<file path="config.mk">
export PLATFORM = sky130hd
export DESIGN_NAME = ept_cordic
export DESIGN_NICKNAME = d
export VERILOG_FILES = /design/src/rtl/core/ept_pkg.sv /design/src/rtl/core/ept_cordic_cell.sv /design/src/rtl/core/ept_cordic.sv
export SDC_FILE = /design/constraint.sdc
export NUM_CORES = 2
export LEC_CHECK = 0
export BUFFER_PORTS_ARGS = -buffer_cell sky130_fd_sc_hd__clkbuf_2
export CORE_UTILIZATION = 47
export DETAILED_ROUTE_END_ITERATION = 7
export GPL_TIMING_DRIVEN = 0
export MAX_ROUTING_LAYER = met4
export PLACE_DENSITY_LB_ADDON = 0.1
export SKIP_LAST_GASP = 1
export SYNTH_ARGS = -nofsm -noshare
export SYNTH_HDL_FRONTEND = slang
export SYNTH_SLANG_ARGS = --single-unit
</file>
<file path="constraint.sdc">
create_clock -name clk -period 5.5 [get_ports clk]
set_clock_uncertainty 0.05 [all_clocks]
set_input_delay 0.825 -clock clk [delete_from_list [all_inputs] [get_ports clk]]
set_output_delay 0.825 -clock clk [all_outputs]
set_load 0.01 [all_outputs]
</file>
<file path="src/rtl/core/ept_pkg.sv">
// ----------------------------------------------------------------------------
// ept_pkg
// Shared constants and helpers for the pose-to-homogeneous-transform pipeline.
// ----------------------------------------------------------------------------
package ept_pkg;

  localparam int CORDIC_STAGES_DEF = 16;
  localparam int ROT_FRAC_BITS_DEF = 14;
  localparam int TBL_LEN           = 24;

  localparam int TRANS_W = 20;
  localparam int ANG_W   = 16;
  localparam int ROT_W   = 16;
  localparam int POS_W   = 30;
  localparam int Z_W     = 21;  // Q.16 angle, reduced
  localparam int XY_W    = 33;  // CORDIC datapath, Q.30 plus headroom
  localparam int CS_W    = 32;  // cos/sin and products, Q.30

  localparam logic signed [XY_W-1:0] CORDIC_GAIN = 33'sd652032874;
  localparam logic signed [Z_W-1:0]  PI_Q16      = 21'sd205887;
  localparam logic signed [Z_W-1:0]  HALF_PI_Q16 = 21'sd102944;
  localparam logic signed [10:0]     MM_PER_M    = 11'sd1000;

  typedef logic signed [CS_W-1:0] cs_t;

  // Q.16 arctangent of 2^-i
  function automatic logic signed [Z_W-1:0] atan_q16(input int idx);
    logic signed [Z_W-1:0] t;
    begin
      unique case (idx)
        0:  t = 21'sd51472;
        1:  t = 21'sd30386;
        2:  t = 21'sd16055;
        3:  t = 21'sd8150;
        4:  t = 21'sd4091;
        5:  t = 21'sd2047;
        6:  t = 21'sd1024;
        7:  t = 21'sd512;
        8:  t = 21'sd256;
        9:  t = 21'sd128;
        10: t = 21'sd64;
        11: t = 21'sd32;
        12: t = 21'sd16;
        13: t = 21'sd8;
        14: t = 21'sd4;
        15: t = 21'sd2;
        16: t = 21'sd1;
        default: t = '0;
      endcase
      return t;
    end
  endfunction

  // Q.30 by Q.30 product, rounded half up back to Q.30
  function automatic cs_t qmul(input cs_t a, input cs_t b);
    logic signed [63:0] p;
    begin
      p = 64'(a) * 64'(b) + (64'sd1 <<< 29);
      return p[61:30];
    end
  endfunction

endpackage

</file>
<file path="src/rtl/core/ept_cordic_cell.sv">
// ----------------------------------------------------------------------------
// ept_cordic_cell
// One rotation-mode CORDIC micro-rotation with its own pipeline register.
// ----------------------------------------------------------------------------
module ept_cordic_cell #(
  parameter int STAGE = 0
) (
  input  logic                            clk,
  input  logic                            en,
  input  logic signed [ept_pkg::XY_W-1:0] x_i,
  input  logic signed [ept_pkg::XY_W-1:0] y_i,
  input  logic signed [ept_pkg::Z_W-1:0]  z_i,
  input  logic                            neg_i,
  output logic signed [ept_pkg::XY_W-1:0] x_o,
  output logic signed [ept_pkg::XY_W-1:0] y_o,
  output logic signed [ept_pkg::Z_W-1:0]  z_o,
  output logic                            neg_o
);
  import ept_pkg::*;

  localparam logic signed [Z_W-1:0] ATAN = atan_q16(STAGE);

  logic signed [XY_W-1:0] x_r, y_r, x_nxt, y_nxt;
  logic signed [Z_W-1:0]  z_r, z_nxt;
  logic                   neg_r;

  always_comb begin
    if (z_i >= 0) begin
      x_nxt = x_i - (y_i >>> STAGE);
      y_nxt = y_i + (x_i >>> STAGE);
      z_nxt = z_i - ATAN;
    end else begin
      x_nxt = x_i + (y_i >>> STAGE);
      y_nxt = y_i - (x_i >>> STAGE);
      z_nxt = z_i + ATAN;
    end
  end

  always_ff @(posedge clk) begin
    if (en) begin
      x_r   <= x_nxt;
      y_r   <= y_nxt;
      z_r   <= z_nxt;
      neg_r <= neg_i;
    end
  end

  assign x_o   = x_r;
  assign y_o   = y_r;
  assign z_o   = z_r;
  assign neg_o = neg_r;

endmodule

</file>
<file path="src/rtl/core/ept_cordic.sv">
// ----------------------------------------------------------------------------
// ept_cordic
// Quadrant fold, chain of CORDIC cells and sign fix: cosine and sine in Q.30.
// ----------------------------------------------------------------------------
module ept_cordic #(
  parameter int NS = ept_pkg::CORDIC_STAGES_DEF
) (
  input  logic                             clk,
  input  logic                             en,
  input  logic signed [ept_pkg::ANG_W-1:0] ang_i,
  output ept_pkg::cs_t                     cos_o,
  output ept_pkg::cs_t                     sin_o
);
  import ept_pkg::*;

  logic signed [Z_W-1:0]  z_in, z_fold;
  logic                   neg_fold;
  logic signed [Z_W-1:0]  z_r;
  logic                   neg_r;
  logic signed [XY_W-1:0] xs [NS+1];
  logic signed [XY_W-1:0] ys [NS+1];
  logic signed [Z_W-1:0]  zs [NS+1];
  logic                   ns [NS+1];
  cs_t                    cos_r, sin_r;

  // fold angles beyond a quarter turn back by pi
  always_comb begin
    z_in = Z_W'(ang_i) <<< 3;
    priority if (z_in > HALF_PI_Q16) begin
      z_fold   = z_in - PI_Q16;
      neg_fold = 1'b1;
    end else if (z_in < -HALF_PI_Q16) begin
      z_fold   = z_in + PI_Q16;
      neg_fold = 1'b1;
    end else begin
      z_fold   = z_in;
      neg_fold = 1'b0;
    end
  end

  always_ff @(posedge clk) begin
    if (en) begin
      z_r   <= z_fold;
      neg_r <= neg_fold;
    end
  end

  assign xs[0] = CORDIC_GAIN;
  assign ys[0] = '0;
  assign zs[0] = z_r;
  assign ns[0] = neg_r;

  for (genvar i = 0; i < NS; i++) begin : g_cell
    ept_cordic_cell #(.STAGE(i)) u_cell (
      .clk   (clk),
      .en    (en),
      .x_i   (xs[i]),
      .y_i   (ys[i]),
      .z_i   (zs[i]),
      .neg_i (ns[i]),
      .x_o   (xs[i+1]),
      .y_o   (ys[i+1]),
      .z_o   (zs[i+1]),
      .neg_o (ns[i+1])
    );
  end

  always_ff @(posedge clk) begin
    if (en) begin
      cos_r <= ns[NS] ? CS_W'(-xs[NS]) : CS_W'(xs[NS]);
      sin_r <= ns[NS] ? CS_W'(-ys[NS]) : CS_W'(ys[NS]);
    end
  end

  assign cos_o = cos_r;
  assign sin_o = sin_r;

endmodule

</file>
==> key figures <==
Worst setup path
  • Worst path max stage delay: 630 ps
  • Cell depth of the worst setup path: 17
  • R2r startpoint: g_cell[10].u_cell.x_o[14]
  • Crit-path slowest cell: or4b_2
  • Worst Path Required: 6030 ps
  • Crit-path cells: or3_1 -> or2_2 -> nor4_4 -> nand2_1 -> o21ai_0 -> xnor2_1 -> ha_1 -> nor2b_1 -> o21ai_1 -> nand2b_1 -> a221o_1 -> a22o_1 -> a21oi_2 -> o21ai_1 -> o31ai_2 -> or4b_2 -> o311ai_2
  • Crit path buffers/inverters: 0
  • Critical Setup Path Class: register to register
  • Crit start category: register
  • Critical path arrival: 5880 ps
  • CP max FO: 5
  • CP delay by family, top: simple AND/OR/NAND/NOR gates
  • Cell mode on critical path: o21ai_1
  • Reg2reg end: g_cell[11].u_cell.y_o[29]
  • Reg2Reg Depth: 17
  • CP endpoint kind: register
  • Reg-to-reg slack, setup: 150 ps

Cells and area
  • Final Instance Area: 118000 um^2
  • Syn-to-layout area delta: 10.3%
  • Final #Nets: roughly 12000
  • Commonest non-fill, non-tap cell in the layout: edfxtp_1
  • Fraction of layout cells with a size suffix above 1: 5.53%
  • Most frequent cells in the layout: 1339 x edfxtp_1, 1161 x ha_1, 1088 x xnor2_1, 866 x a21oi_1, 747 x nor2_1

GRT
  • Largest net degree at the start of global routing: approximately 130
  • Vias in the first global route: 79700
  • Global Route Usage Sum: between 20 and 30%
  • GR Overflow Total: 0
  • Initial antenna violation count: 5
  • First-pass GRT wire length: 453 mm

Die
  • Io pins: 82
  • Row cnt: 174
  • Die area: 230000 um^2
  • Core Footprint: 226000 um^2
  • Starting density of the core: between 40% and 50%
  • Chip width: 479 um
  • Die height: 479 um

Detailed routing
  • Residual DRC count: 0
  • Routed WL per cell: 20.4 um
  • Drt via density: 5.88
  • Final ANT Viol Nets: 0
  • Vias: 84000
  • Drt initial violations: 6603
  • Pre-Repair DR Iteration Count: 8
  • Total Routed Length: 292 mm

Logic synthesis
  • Synth cell types: 79
  • Post-Syn Instances: around 11000
  • Synth Register Bits: 1339
  • Post-synthesis cell area: 107000 um^2
  • Post-Syn Area per Cell: between 9 and 10 um^2
  • Warnings from Yosys: 0
  • Share of flip-flops with an asynchronous set or reset: 0%
  • Syn nets: 12100
  • Synth Flop Type: edfxtp_1
  • Seq/Total Area, Yosys: between 30% and 40%
  • Number of flops mapped to enable cells by yosys: around 1300

Place
  • Final RePlAce weighted congestion: 0.929
  • Post-DP HPWL: 232 mm
  • Placed cell area: approximately 110000 um^2
  • Port Buffers: 76

STA
  • Slew @ Worst Pin: 1210 ps
  • Final setup fails: 0
  • Tmin final: 5350 ps
  • Final Hold Viols: 0
  • Worst rel slew slack: 19.2%
  • Fmax: approximately 190 MHz
  • Unrepaired setup endpoints after global routing: yes
  • Period utilization: 97.2%
  • Slew Viols, Final: 0

CTS
  • CTS tree: done
  • Htree depth: 4
  • TritonCTS buffer count: 164
  • Worst-path clk slew: 60 ps
  • Root buffer cell: clkbuf_16
  • Worst-Skew Late Latency: 820 ps
  • Max clock buf depth: 3
  • TritonCTS Sinks: around 1300

Min path
  • Worst hold stages: 3
  • Hold Crit Start: ang_i[1]
  • Worst hold path class: input pin to register
  • WHS Endpoint: z_r[4]

Run status
  • Outcome: finished, final reports clean

Run
  • Max-cap violations: 0
-- stage by stage --
stage | util [%] | setup TNS (ps) | std cells | worst slack, ps | hold slack, ps
after CTS | 51.9 | 0 | 14300 | 3.10 | 225
after floorplan | - | 0 | 10900 | 503 | 350
final | 52.3 | 0 | 14300 | 152 | 304
after detailed placement | 49.4 | -30220 | 13900 | -1420 | 355
after global routing | 52.3 | -364 | 14300 | -237 | 311
after global placement | 49.3 | - | 13900 | -20080 | 350
-- worst max-delay path by stage --
stage	startpoint	end	slack, ps
6_report	g_cell[10].u_cell.x_o[14]	g_cell[11].u_cell.y_o[29]	150
5_1_grt	g_cell[10].u_cell.x_o[14]	g_cell[11].u_cell.y_o[29]	-240
4_1_cts	g_cell[4].u_cell.z_o[20]	g_cell[5].u_cell.y_o[31]	3
3_5_place_dp	g_cell[1].u_cell.z_o[20]	g_cell[2].u_cell.y_o[30]	-1420
3_3_place_gp	en	sin_o[23]	-20080
2_1_floorplan	g_cell[14].u_cell.x_o[18]	g_cell[15].u_cell.y_o[31]	500
-- cell usage after synthesis, types with 17 or more instances --
| master | count | area [um^2] |
|---|---|---|
| nor3_1 | 183 | 916 |
| and2_1 | 33 | 206 |
| o211ai_1 | 43 | 323 |
| inv_1 | 554 | 2080 |
| nor4_1 | 54 | 338 |
| mux2i_1 | 25 | 250 |
| a2111oi_0 | 17 | 149 |
| a21boi_0 | 53 | 398 |
| o21ai_0 | 730 | 3650 |
| or2_2 | 67 | 419 |
| a41oi_1 | 21 | 184 |
| edfxtp_1 | 1339 | 40200 |
| a221oi_1 | 18 | 158 |
| o31ai_1 | 232 | 1740 |
| a31o_2 | 19 | 166 |
| a221o_1 | 24 | 240 |
| o21bai_1 | 172 | 1290 |
| or4_1 | 96 | 721 |
| a211oi_1 | 55 | 413 |
| nand4_1 | 67 | 419 |
| nand2_1 | 665 | 2500 |
| nand2b_1 | 152 | 951 |
| xnor2_1 | 1089 | 9540 |
| o21a_1 | 145 | 1090 |
| a311oi_1 | 17 | 149 |
| or3_1 | 118 | 738 |
| fa_1 | 44 | 881 |
| nor2b_1 | 168 | 1050 |
| a21o_1 | 460 | 3450 |
| nor2_1 | 747 | 2800 |
| o311ai_0 | 18 | 158 |
| ha_1 | 1161 | 14500 |
| clkbuf_1 | 130 | 488 |
| and3_1 | 95 | 594 |
| a31oi_1 | 70 | 438 |
| o41ai_1 | 114 | 998 |
| nand3_1 | 181 | 906 |
| a21oi_1 | 871 | 4360 |
| xor2_1 | 577 | 5050 |
-- kinds of logic after synthesis --
| logic type | synth area share [%] |
|---|---|
| multiplexers | 0.297 |
| buffers and inverters | 2.47 |
| other | 0.00350 |
| flip-flops | 37.6 |
| AND/OR/NAND/NOR | 12.3 |
| XOR/XNOR | 13.6 |
| adder cells (fa/ha/maj) | 14.4 |
| AO/OA/AOI/OAI | 19.3 |
-- state kept, by name, indices dropped and copies added (netlist names) --
| name | flops |
|---|---|
| g_cell.u_cell.y_o | 495 |
| g_cell.u_cell.neg_o | 14 |
| g_cell.u_cell.z_o | 276 |
| cos_o | 32 |
| z_r | 19 |
| sin_o | 32 |
| g_cell.u_cell.x_o | 471 |
-- final cells by class --
class	count	area [um^2]
fillers	20500	108000
multi-input cells	8824	64700
flip-flops and latches	1339	40200
clock buffers	189	4200
well taps	2992	3740
inverters	562	2140
clock inverters	108	1260
repair buffers	137	1130
plain buffers	139	571
repair inverters	1	5.00
diodes	2	5.00
-- worst reg2reg max path, stage by stage, from the launching register on --
cell      delay [ps]
edfxtp_1         490
or3_1            410
or2_2            340
nor4_4           270
nand2_1          130
o21ai_0          220
xnor2_1          190
ha_1             330
nor2b_1          160
o21ai_1          190
nand2b_1         110
a221o_1          430
a22o_1           350
a21oi_2          220
o21ai_1          160
o31ai_2          300
or4b_2           630
o311ai_2         160
-- what timing repair did --
action,4_1_cts,5_1_grt
resized for setup,45,151
hold buffers,0,0
buffers inserted,7,41
pin swaps,0,8
setup endpoints to repair,99,104
gates cloned,0,1
-- routing by layer --
layer  up-vias  global-route usage [%]  share of wire (%)
met5         -                       -                  0
met4         0                    5.90                2.3
met3       339                    3.00                5.4
met2      2206                    39.9                 45
met1     40400                    35.5                 47
li1      41000                       -                  -
Power is not shown: default switching activity piles up to over one toggle a cycle in this logic, so the estimate is an artifact.
